===== config.mk =====
export PLATFORM = sky130hd
export DESIGN_NAME = sct_reduce
export DESIGN_NICKNAME = d
export VERILOG_FILES = /design/src/hdl/sct_pkg.sv /design/src/hdl/sct_reduce.sv
export SDC_FILE = /design/constraint.sdc
export NUM_CORES = 2
export LEC_CHECK = 0
export ABC_CLOCK_PERIOD_IN_PS = 10300
export BUFFER_PORTS_ARGS = -buffer_cell sky130_fd_sc_hd__buf_2
export CAP_MARGIN = 15
export CORE_MARGIN = 10
export CORE_UTILIZATION = 35
export DETAILED_ROUTE_END_ITERATION = 8
export GPL_TIMING_DRIVEN = 0
export PLACE_DENSITY_LB_ADDON = 0.3
export SLEW_MARGIN = 20
export SYNTH_ARGS = -nofsm -noshare
export SYNTH_HDL_FRONTEND = slang
export SYNTH_SLANG_ARGS = --single-unit

===== constraint.sdc =====
create_clock -name i_clk -period 10.3 [get_ports i_clk]
set_input_delay 1.03 -clock i_clk [delete_from_list [all_inputs] [get_ports i_clk]]
set_output_delay 1.03 -clock i_clk [all_outputs]
set_load 0.02 [all_outputs]

===== src/hdl/sct_pkg.sv =====
// Shared constants, reciprocal tables and the pipeline lane type for the sine/cosine block.
package sct_pkg;

    localparam int ANGLE_W      = 32;
    localparam int VALUE_W      = 32;
    localparam int SERIES_TERMS = 4;
    localparam int MAX_TERMS    = 8;
    localparam int STEP_W       = 3;

    localparam int MAG_W   = 32;
    localparam int RPROD_W = 63;
    localparam int QEST_W  = 5;
    localparam int RED_W   = 40;
    localparam int REM_W   = 35;
    localparam int ANG_W   = 36;
    localparam int X30_W   = 34;
    localparam int SQ_W    = 64;
    localparam int X2_W    = 30;
    localparam int TERM_W  = 35;
    localparam int PROD1_W = 66;
    localparam int P_W     = 38;
    localparam int RECIP_W = 28;
    localparam int PROD2_W = 67;
    localparam int ACC_W   = 40;

    localparam logic [REM_W-1:0] TWO_PI_Q32 = 35'd26986075409;
    localparam logic [REM_W-1:0] PI_Q32     = 35'd13493037705;

    // Scaled reciprocal of 2*pi for the quotient estimate: floor(2^65 / (2*pi in Q32)).
    localparam logic [30:0] RED_RECIP = 31'((96'd1 << 65) / 96'd26986075409);
    localparam int RED_SHIFT = 57;

    localparam logic [X2_W-1:0] X2_BOUND = 30'd662400000;

    localparam int RED_STAGES = 8;
    localparam int LATENCY    = RED_STAGES + 3 * SERIES_TERMS + 1;

    localparam logic [RECIP_W-1:0] RECIP_SIN [MAX_TERMS] = '{
        28'((29'd268435456 + 29'd3)   / 29'd6),
        28'((29'd268435456 + 29'd10)  / 29'd20),
        28'((29'd268435456 + 29'd21)  / 29'd42),
        28'((29'd268435456 + 29'd36)  / 29'd72),
        28'((29'd268435456 + 29'd55)  / 29'd110),
        28'((29'd268435456 + 29'd78)  / 29'd156),
        28'((29'd268435456 + 29'd105) / 29'd210),
        28'((29'd268435456 + 29'd136) / 29'd272)
    };

    localparam logic [RECIP_W-1:0] RECIP_COS [MAX_TERMS] = '{
        28'((29'd268435456 + 29'd1)   / 29'd2),
        28'((29'd268435456 + 29'd6)   / 29'd12),
        28'((29'd268435456 + 29'd15)  / 29'd30),
        28'((29'd268435456 + 29'd28)  / 29'd56),
        28'((29'd268435456 + 29'd45)  / 29'd90),
        28'((29'd268435456 + 29'd66)  / 29'd132),
        28'((29'd268435456 + 29'd91)  / 29'd182),
        28'((29'd268435456 + 29'd120) / 29'd240)
    };

    typedef struct packed {
        logic                     valid;
        logic                     is_cos;
        logic        [X2_W-1:0]   x2;
        logic signed [TERM_W-1:0] term;
        logic signed [ACC_W-1:0]  acc;
    } t_lane;

endpackage


===== src/hdl/sct_reduce.sv =====
// Range reduction of the angle to [-pi, pi] and formation of x and x squared.
module sct_reduce (
    input  logic                              i_clk,
    input  logic                              i_rst_n,
    input  logic                              i_valid,
    input  logic                              i_opcode,
    input  logic signed [sct_pkg::ANGLE_W-1:0] i_angle,
    output sct_pkg::t_lane                    o_lane
);
    import sct_pkg::*;

    logic                     r_s1_valid, r_s2_valid, r_s3_valid, r_s4_valid;
    logic                     r_s5_valid, r_s6_valid, r_s7_valid;
    logic                     r_s1_cos, r_s2_cos, r_s3_cos, r_s4_cos;
    logic                     r_s5_cos, r_s6_cos, r_s7_cos;
    logic                     r_s1_neg, r_s2_neg, r_s3_neg, r_s4_neg;
    logic        [MAG_W-1:0]   r_s1_mag, r_s2_mag;
    logic        [RPROD_W-1:0] r_s2_prod;
    logic        [RED_W-1:0]   r_s3_rem;
    logic        [REM_W-1:0]   r_s4_rem;
    logic signed [ANG_W-1:0]   r_s5_ang;
    logic signed [X30_W-1:0]   r_s6_x30, r_s7_x30;
    logic        [SQ_W-1:0]    r_s7_sq;
    t_lane                     r_lane;

    logic        [MAG_W-1:0]   n_s1_mag;
    logic        [QEST_W-1:0]  n_s3_q;
    logic        [RED_W-1:0]   n_s3_qc;
    logic        [RED_W-1:0]   n_s3_rem;
    logic        [REM_W-1:0]   n_s4_rem;
    logic signed [ANG_W-1:0]   n_s5_fold;
    logic signed [ANG_W-1:0]   n_s6_sum;
    logic signed [X30_W-1:0]   n_s7_abs;
    logic        [SQ_W-1:0]    n_s8_sum;
    t_lane                     n_lane;

    always_comb begin
        n_s1_mag = i_angle[ANGLE_W-1] ? (~$unsigned(i_angle) + 32'd1) : $unsigned(i_angle);
        n_s3_q   = r_s2_prod[RED_SHIFT+QEST_W-1:RED_SHIFT];
        n_s3_qc  = RED_W'(n_s3_q) * RED_W'(TWO_PI_Q32);
        n_s3_rem = {r_s2_mag, 8'd0} - n_s3_qc;
        if (r_s3_rem >= RED_W'(TWO_PI_Q32)) begin
            n_s4_rem = REM_W'(r_s3_rem - RED_W'(TWO_PI_Q32));
        end else begin
            n_s4_rem = r_s3_rem[REM_W-1:0];
        end
        if (r_s4_rem > PI_Q32) begin
            n_s5_fold = $signed(ANG_W'(r_s4_rem)) - $signed(ANG_W'(TWO_PI_Q32));
        end else begin
            n_s5_fold = $signed(ANG_W'(r_s4_rem));
        end
        n_s6_sum = r_s5_ang + 36'sd2;
        n_s7_abs = r_s6_x30[X30_W-1] ? -r_s6_x30 : r_s6_x30;
        n_s8_sum = r_s7_sq + 64'h0000_0002_0000_0000;

        n_lane.valid  = r_s7_valid;
        n_lane.is_cos = r_s7_cos;
        n_lane.x2     = n_s8_sum[SQ_W-1:34];
        n_lane.term   = r_s7_cos ? TERM_W'(36'sd1073741824) : TERM_W'(r_s7_x30);
        n_lane.acc    = r_s7_cos ? ACC_W'(36'sd1073741824) : ACC_W'(r_s7_x30);
    end

    always_ff @(posedge i_clk) begin
        r_s1_cos  <= i_opcode;
        r_s1_neg  <= i_angle[ANGLE_W-1];
        r_s1_mag  <= n_s1_mag;

        r_s2_cos  <= r_s1_cos;
        r_s2_neg  <= r_s1_neg;
        r_s2_mag  <= r_s1_mag;
        r_s2_prod <= RPROD_W'(r_s1_mag) * RPROD_W'(RED_RECIP);

        r_s3_cos  <= r_s2_cos;
        r_s3_neg  <= r_s2_neg;
        r_s3_rem  <= n_s3_rem;

        r_s4_cos  <= r_s3_cos;
        r_s4_neg  <= r_s3_neg;
        r_s4_rem  <= n_s4_rem;

        r_s5_cos  <= r_s4_cos;
        r_s5_ang  <= r_s4_neg ? -n_s5_fold : n_s5_fold;

        r_s6_cos  <= r_s5_cos;
        r_s6_x30  <= n_s6_sum[ANG_W-1:2];

        r_s7_cos  <= r_s6_cos;
        r_s7_x30  <= r_s6_x30;
        r_s7_sq   <= SQ_W'(n_s7_abs[MAG_W-1:0]) * SQ_W'(n_s7_abs[MAG_W-1:0]);

        if (!i_rst_n) begin
            r_s1_valid <= 1'b0;
            r_s2_valid <= 1'b0;
            r_s3_valid <= 1'b0;
            r_s4_valid <= 1'b0;
            r_s5_valid <= 1'b0;
            r_s6_valid <= 1'b0;
            r_s7_valid <= 1'b0;
            r_lane     <= '0;
        end else begin
            r_s1_valid <= i_valid;
            r_s2_valid <= r_s1_valid;
            r_s3_valid <= r_s2_valid;
            r_s4_valid <= r_s3_valid;
            r_s5_valid <= r_s4_valid;
            r_s6_valid <= r_s5_valid;
            r_s7_valid <= r_s6_valid;
            r_lane     <= n_lane;
        end
    end

    assign o_lane = r_lane;

endmodule


# Yosys cells after proc, flatten, opt, wreduce, memory -nomap -nowiden
# Cells that the tools add are included.
totals:
  reg_bits: 487
  inputBits: 36
classes:
  addsub: 8
  multipliers: 3
  n_lt_le_gt_ge: 2
  mux: 7
  n_bitwise: 2
  reduce_logical: 1
ops:
  columns: ["op", "n"]
  rows:
  - ["$mux W31", 3]
  - ["$mux W36", 2]
  - ["$add A64 B34 Y64 const B", 1]
  - ["$mul A32 B32 Y64", 1]
  - ["$mul A32 B31 Y62 const B", 1]
  - ["$ge A40 B35 Y1 const B", 1]
  - ["$mul A5 B35 Y40 const B", 1]
  - ["$sub A40 B40 Y40", 1]
  - ["$add A36 B3 Y36 const B", 1]
  - ["$neg A36 Y36", 1]
  - ["$sub A35 B35 Y36 const B", 1]
  - ["$gt A35 B34 Y1 const B", 1]
  - ["$mux W35", 1]
  - ["$sub A35 B35 Y35 const B", 1]
  - ["$add A32 B1 Y32 const B", 1]
  - ["$mux W32", 1]
  - ["$neg A32 Y32", 1]
  - ["$not A32 Y32", 1]
  - ["$reduce_or A2 Y1", 1]
  - ["$not A1 Y1", 1]

# Longest topological paths before layout
depth:
  ltp_word: 4
  mapped_depth: 38

# Worst setup path before layout
# No wires, ideal clock.
synth_path:
  path_type: "reg2reg"
  startpoint: "reg r_s6_x30[0]"
  endpoint: "reg r_s7_sq[49]"
  setup_time_ps: 72
  arrival_time_ps: 10222
  setup_slack_ps: 6
  path_stages_with_launch: 37
  n_path_buf: 3
  synth_period_minus_slack_ps: 10294
  cell_sequence: "dfxtp_1 clkbuf_1 clkinv_1 clkbuf_1 ha_1 or4b_2 or2_2 o41ai_1 xnor2_1 clkbuf_1 nand2_1 fa_1 inv_1 fa_1 fa_1 inv_1 fa_1 inv_1 fa_1 inv_1 fa_1 inv_1 fa_1 inv_1 fa_1 inv_1 ha_1 a21o_1 a211oi_1 o21a_1 nor3_1 or4b_2 a31o_2 a21boi_0 o21ai_0 a221oi_1 xnor2_1"
synth_between:
  elab_chain_cells: 3
synth_rtl:
  columns: ["element", "line_no", "text"]
  rows:
  - ["start: declaration", "sct_reduce.sv:22", "logic signed [X30_W-1:0] r_s6_x30, r_s7_x30;"]
  - ["start signal: assignment", "sct_reduce.sv:85", "r_s6_x30 <= n_s6_sum[ANG_W-1:2];"]
  - ["$neg A32 Y32", "sct_reduce.sv:53", "n_s7_abs = r_s6_x30[X30_W-1] ? -r_s6_x30 : r_s6_x30;"]
  - ["$mux W32 *", "sct_reduce.sv:53", null]
  - ["$mul A32 B32 Y64 *", "sct_reduce.sv:89", "r_s7_sq <= SQ_W'(n_s7_abs[MAG_W-1:0]) * SQ_W'(n_s7_abs[MAG_W-1:0]);"]
  - ["end signal: assignment", "sct_reduce.sv:89", null]
  - ["end: declaration", "sct_reduce.sv:23", "logic [SQ_W-1:0] r_s7_sq;"]
# Every way passes the cells marked *; elsewhere a longest branch is shown, timed or not.
# A chain may end at the register's enable or synchronous reset.

# Final worst setup path
layout_path:
  startpoint: "reg r_s6_x30[0]"
  endpoint: "reg r_s7_sq[40]"
# Same word-level chain as after synthesis.

==> results by group <==
Setup path
  – Worst Setup Path Type: flip-flop to flip-flop
  – CP Launch Type: flip-flop
  – Slowest cell on the critical path: fa_1
  – Crit end category: flip-flop
  – CP Buf/Inv Count: 7
  – Crit path DAT: 10.58 ns
  – Crit-path leading delay family: adder cells
  – Crit-path most repeated cell: fa_1
  – Worst path max stage delay: 0.55 ns
  – WP data required: between 10 and 15 ns
  – Critical path peak fanout: 19

Synthesis
  – Flops & latches, synth: roughly 360
  – Post-synthesis mux area share: 0.000899
  – Compound-cell area share of the yosys netlist: 0.0595
  – FFs w/ async S/R, synth: 0
  – Mean Syn Cell Area: between 9 and 10 µm²
  – Number of synthesized flops with an enable pin: 0
  – Adder-cell share of the synthesized area: 0.562
  – Xor-xnor portion of the synthesized cell area: 0.0471
  – Mapped Area: ~61000 µm²
  – Cells after synthesis: 6357
  – Largest family of logic cells by synthesized area: adder cells
  – Post-Syn Nets: between 8000 and 9000
  – Register area share after synthesis: 0.118
  – Post-synthesis simple-gate area fraction: 0.0921
  – Main synth FF type: dfxtp_1
  – Yosys warning count: 0
  – Distinct cells, synth: 89

STA
  – Final Skew: ~0.029 ns
  – Fin crit share: 0.987
  – Slew HR: 0.261
  – Period minus WS final: 10.17 ns
  – Fmax: approximately 0.1 GHz
  – RSZ-0062 raised after global routing: yes
  – Measured slew at the worst slew-check pin: between 1 and 1.5 ns
  – Final setup fails: 0
  – Final Hold Fails: 0
  – Hold_ws: 0.325 ns
  – Pins Over Slew Limit: 0

Clock tree
  – CTS Buf Count: 38
  – Worst-path clk slew: approximately 0.060 ns
  – H-tree level count: 2
  – Max clock buf depth: 3
  – TritonCTS Sinks: 362
  – Hold Buf Count CTS: 0
  – CTS root buf: clkbuf_16
  – CTS tree: done
  – Clk Latency, worst-skew pair: ~0.56 ns

Layout
  – Area growth syn-to-layout: 11.5%
  – Sequential cell area: approximately 7300 µm²
  – Fill count: ~17000
  – Nets: roughly 8600
  – Multi-input gate area: 47600 µm²
  – Layout cells sized above 1: 0.0876
  – Final Util: 0.392

Global route
  – Total GRT Usage: 0.189
  – First-pass GRT wire length: 281000 µm
  – Vias in the first global route: between 40000 and 50000
  – Initial antenna violation count: 9
  – Aggregate global routing overflow: 0
  – Largest net degree at the start of global routing: 18

Run
  – Max cap viols: 0

Placed design
  – Number of I/O port buffers: ~140
  – Gpl congestion: ~0.95
  – Post-DP HPWL: around 150000 µm

Drt
  – Vias: approximately 44000
  – DR iter-0 viols: 2933
  – First-pass iteration count of the detailed router: 5
  – WL per Instance: about 20 µm
  – DRC: 0
  – DR vias/cell: about 5
  – Post-DRT Antenna Nets: 0
  – Wire length after detailed routing: ~180000 µm

Min path
  – Min-Delay Path Class: flip-flop to flip-flop

Run status
  – Status: finished clean

Floorplanning
  – Die area: between 150000 and 200000 µm²
  – Die Y: between 400 and 500 µm
  – Starting Density: 0.352
  – Number of placed I/O pins: 143
  – Die width: roughly 440 µm
  – Core ar.: ~170000 µm²
  – # rows: between 150 and 200
metal layers:
| layer | up-vias | global-route usage | share of wire |
|---|---|---|---|
| li1 | 19720 | - | - |
| met1 | 21967 | 0.245 | 0.42 |
| met2 | 1445 | 0.311 | 0.46 |
| met3 | 453 | 0.0324 | 0.070 |
| met4 | 10 | 0.0773 | 0.052 |
| met5 | - | 0 | 0.00035 |
cells in the mapped netlist (24+ instances only):
cell type	number	share of area
inv_1	1717	0.11
xor2_1	106	0.015
a21o_1	94	0.012
o31ai_1	27	0.0033
and2_1	80	0.0082
nor4_1	27	0.0028
fa_1	1255	0.41
a21oi_1	141	0.012
nor3_1	50	0.0041
nand2_1	376	0.023
o21ai_0	117	0.0096
xnor2_1	223	0.032
and3_1	24	0.0025
clkbuf_1	120	0.0074
nand3_1	59	0.0048
nor2_1	387	0.024
or3_1	28	0.0029
ha_1	745	0.15
nand4_1	41	0.0042
buf_4	42	0.0051
dfxtp_1	362	0.12
nor2b_1	24	0.0025
layout by cell type (no fill, tap or decap), drive strengths merged, types with 13 or more instances in the layout:
cell type / count
clkinv: 24
nand2b: 21
clkbuf: 147
nor3: 50
a211oi: 17
and3: 24
o21a: 21
nor2b: 24
xor2: 106
inv: 1719
nand3: 59
nand2: 376
a21o: 95
buf: 285
or2: 16
dfxtp: 362
fa: 1255
nor3b: 13
o21bai: 13
or4: 18
xnor2: 223
ha: 745
nand4: 41
a21oi: 142
nor2: 388
and2: 80
o21ai: 124
a31oi: 19
or3: 28
nor4: 30
o31ai: 29
final timing paths:
check / startpoint / endpoint / slack [ns] / cells after the start
min: r_s3_neg / r_s4_neg / 0.33 / 0
min reg2reg: r_s3_neg / r_s4_neg / 0.33 / 0
max reg2reg: r_s6_x30[0] / r_s7_sq[40] / 0.13 / 31
max: r_s6_x30[0] / r_s7_sq[40] / 0.13 / 31
cells by family (layout without fill, tap and decap cells):
| family | count (synthesis) | in the layout |
|---|---|---|
| fa+ha+maj | 2000 | 2000 |
| buf+inv | 1906 | 2185 |
| simple gates | 1199 | 1199 |
| compound gates | 555 | 555 |
| flops | 362 | 362 |
| xor+xnor | 329 | 329 |
| mux | 5 | 5 |
| other cells | 1 | 5 |
what timing repair did:
action                     4_1_cts  5_1_grt
setup endpoints to repair       31       27
gates resized for setup        242      112
setup buffers                   52       14
pin swaps                       32       22
per-stage QoR:
stage               setup TNS (ns)  cell area, µm²  setup slack (ns)  instances
finish                           0           68300             0.132       8965
floorplan                        0           61200           0.00610       6357
CTS                              0           67800           0.00619       8950
global route                -0.246           68300            -0.139       8962
global placement           -142.32           64900             -5.43       8824
detailed placement         -107.51           65100             -4.35       8834
worst reg2reg max path, delay by kind of cell, from the launching register on:
kind / cells / cell delay (ns)
AND/OR/NAND/NOR: 3 / 1.14
XOR/XNOR: 2 / 0.41
adder cells (fa/ha/maj): 10 / 4.51
buffers and inverters: 7 / 1.21
AO/OA/AOI/OAI: 9 / 2.35
flip-flops: 1 / 0.41
flip-flops by register name (all words and copies together) (netlist names), 6 cells and up:
register / cells
r_s7_x30: 33
r_s2_mag: 31
r_s1_mag: 32
r_s7_sq: 32
r_s5_ang: 35
r_s4_rem: 35
r_s2_prod: 6
r_s3_rem: 40
r_s6_x30: 34
o_lane: 66
layout make-up:
class                           count  share of cell area
Sequential cell                   362               0.106
Clock buffer                       46              0.0153
Clock inverter                     21             0.00416
Buffer                            168              0.0172
Multi-Input combinational cell   4089               0.698
Timing Repair Buffer              218              0.0207
Tap cell                         2325              0.0426
Inverter                         1732              0.0960
Antenna cell                        4            0.000147
Power is left out: the tool's default activity adds up to more than one toggle a clock period on the data nets, which glitch-free logic cannot reach.
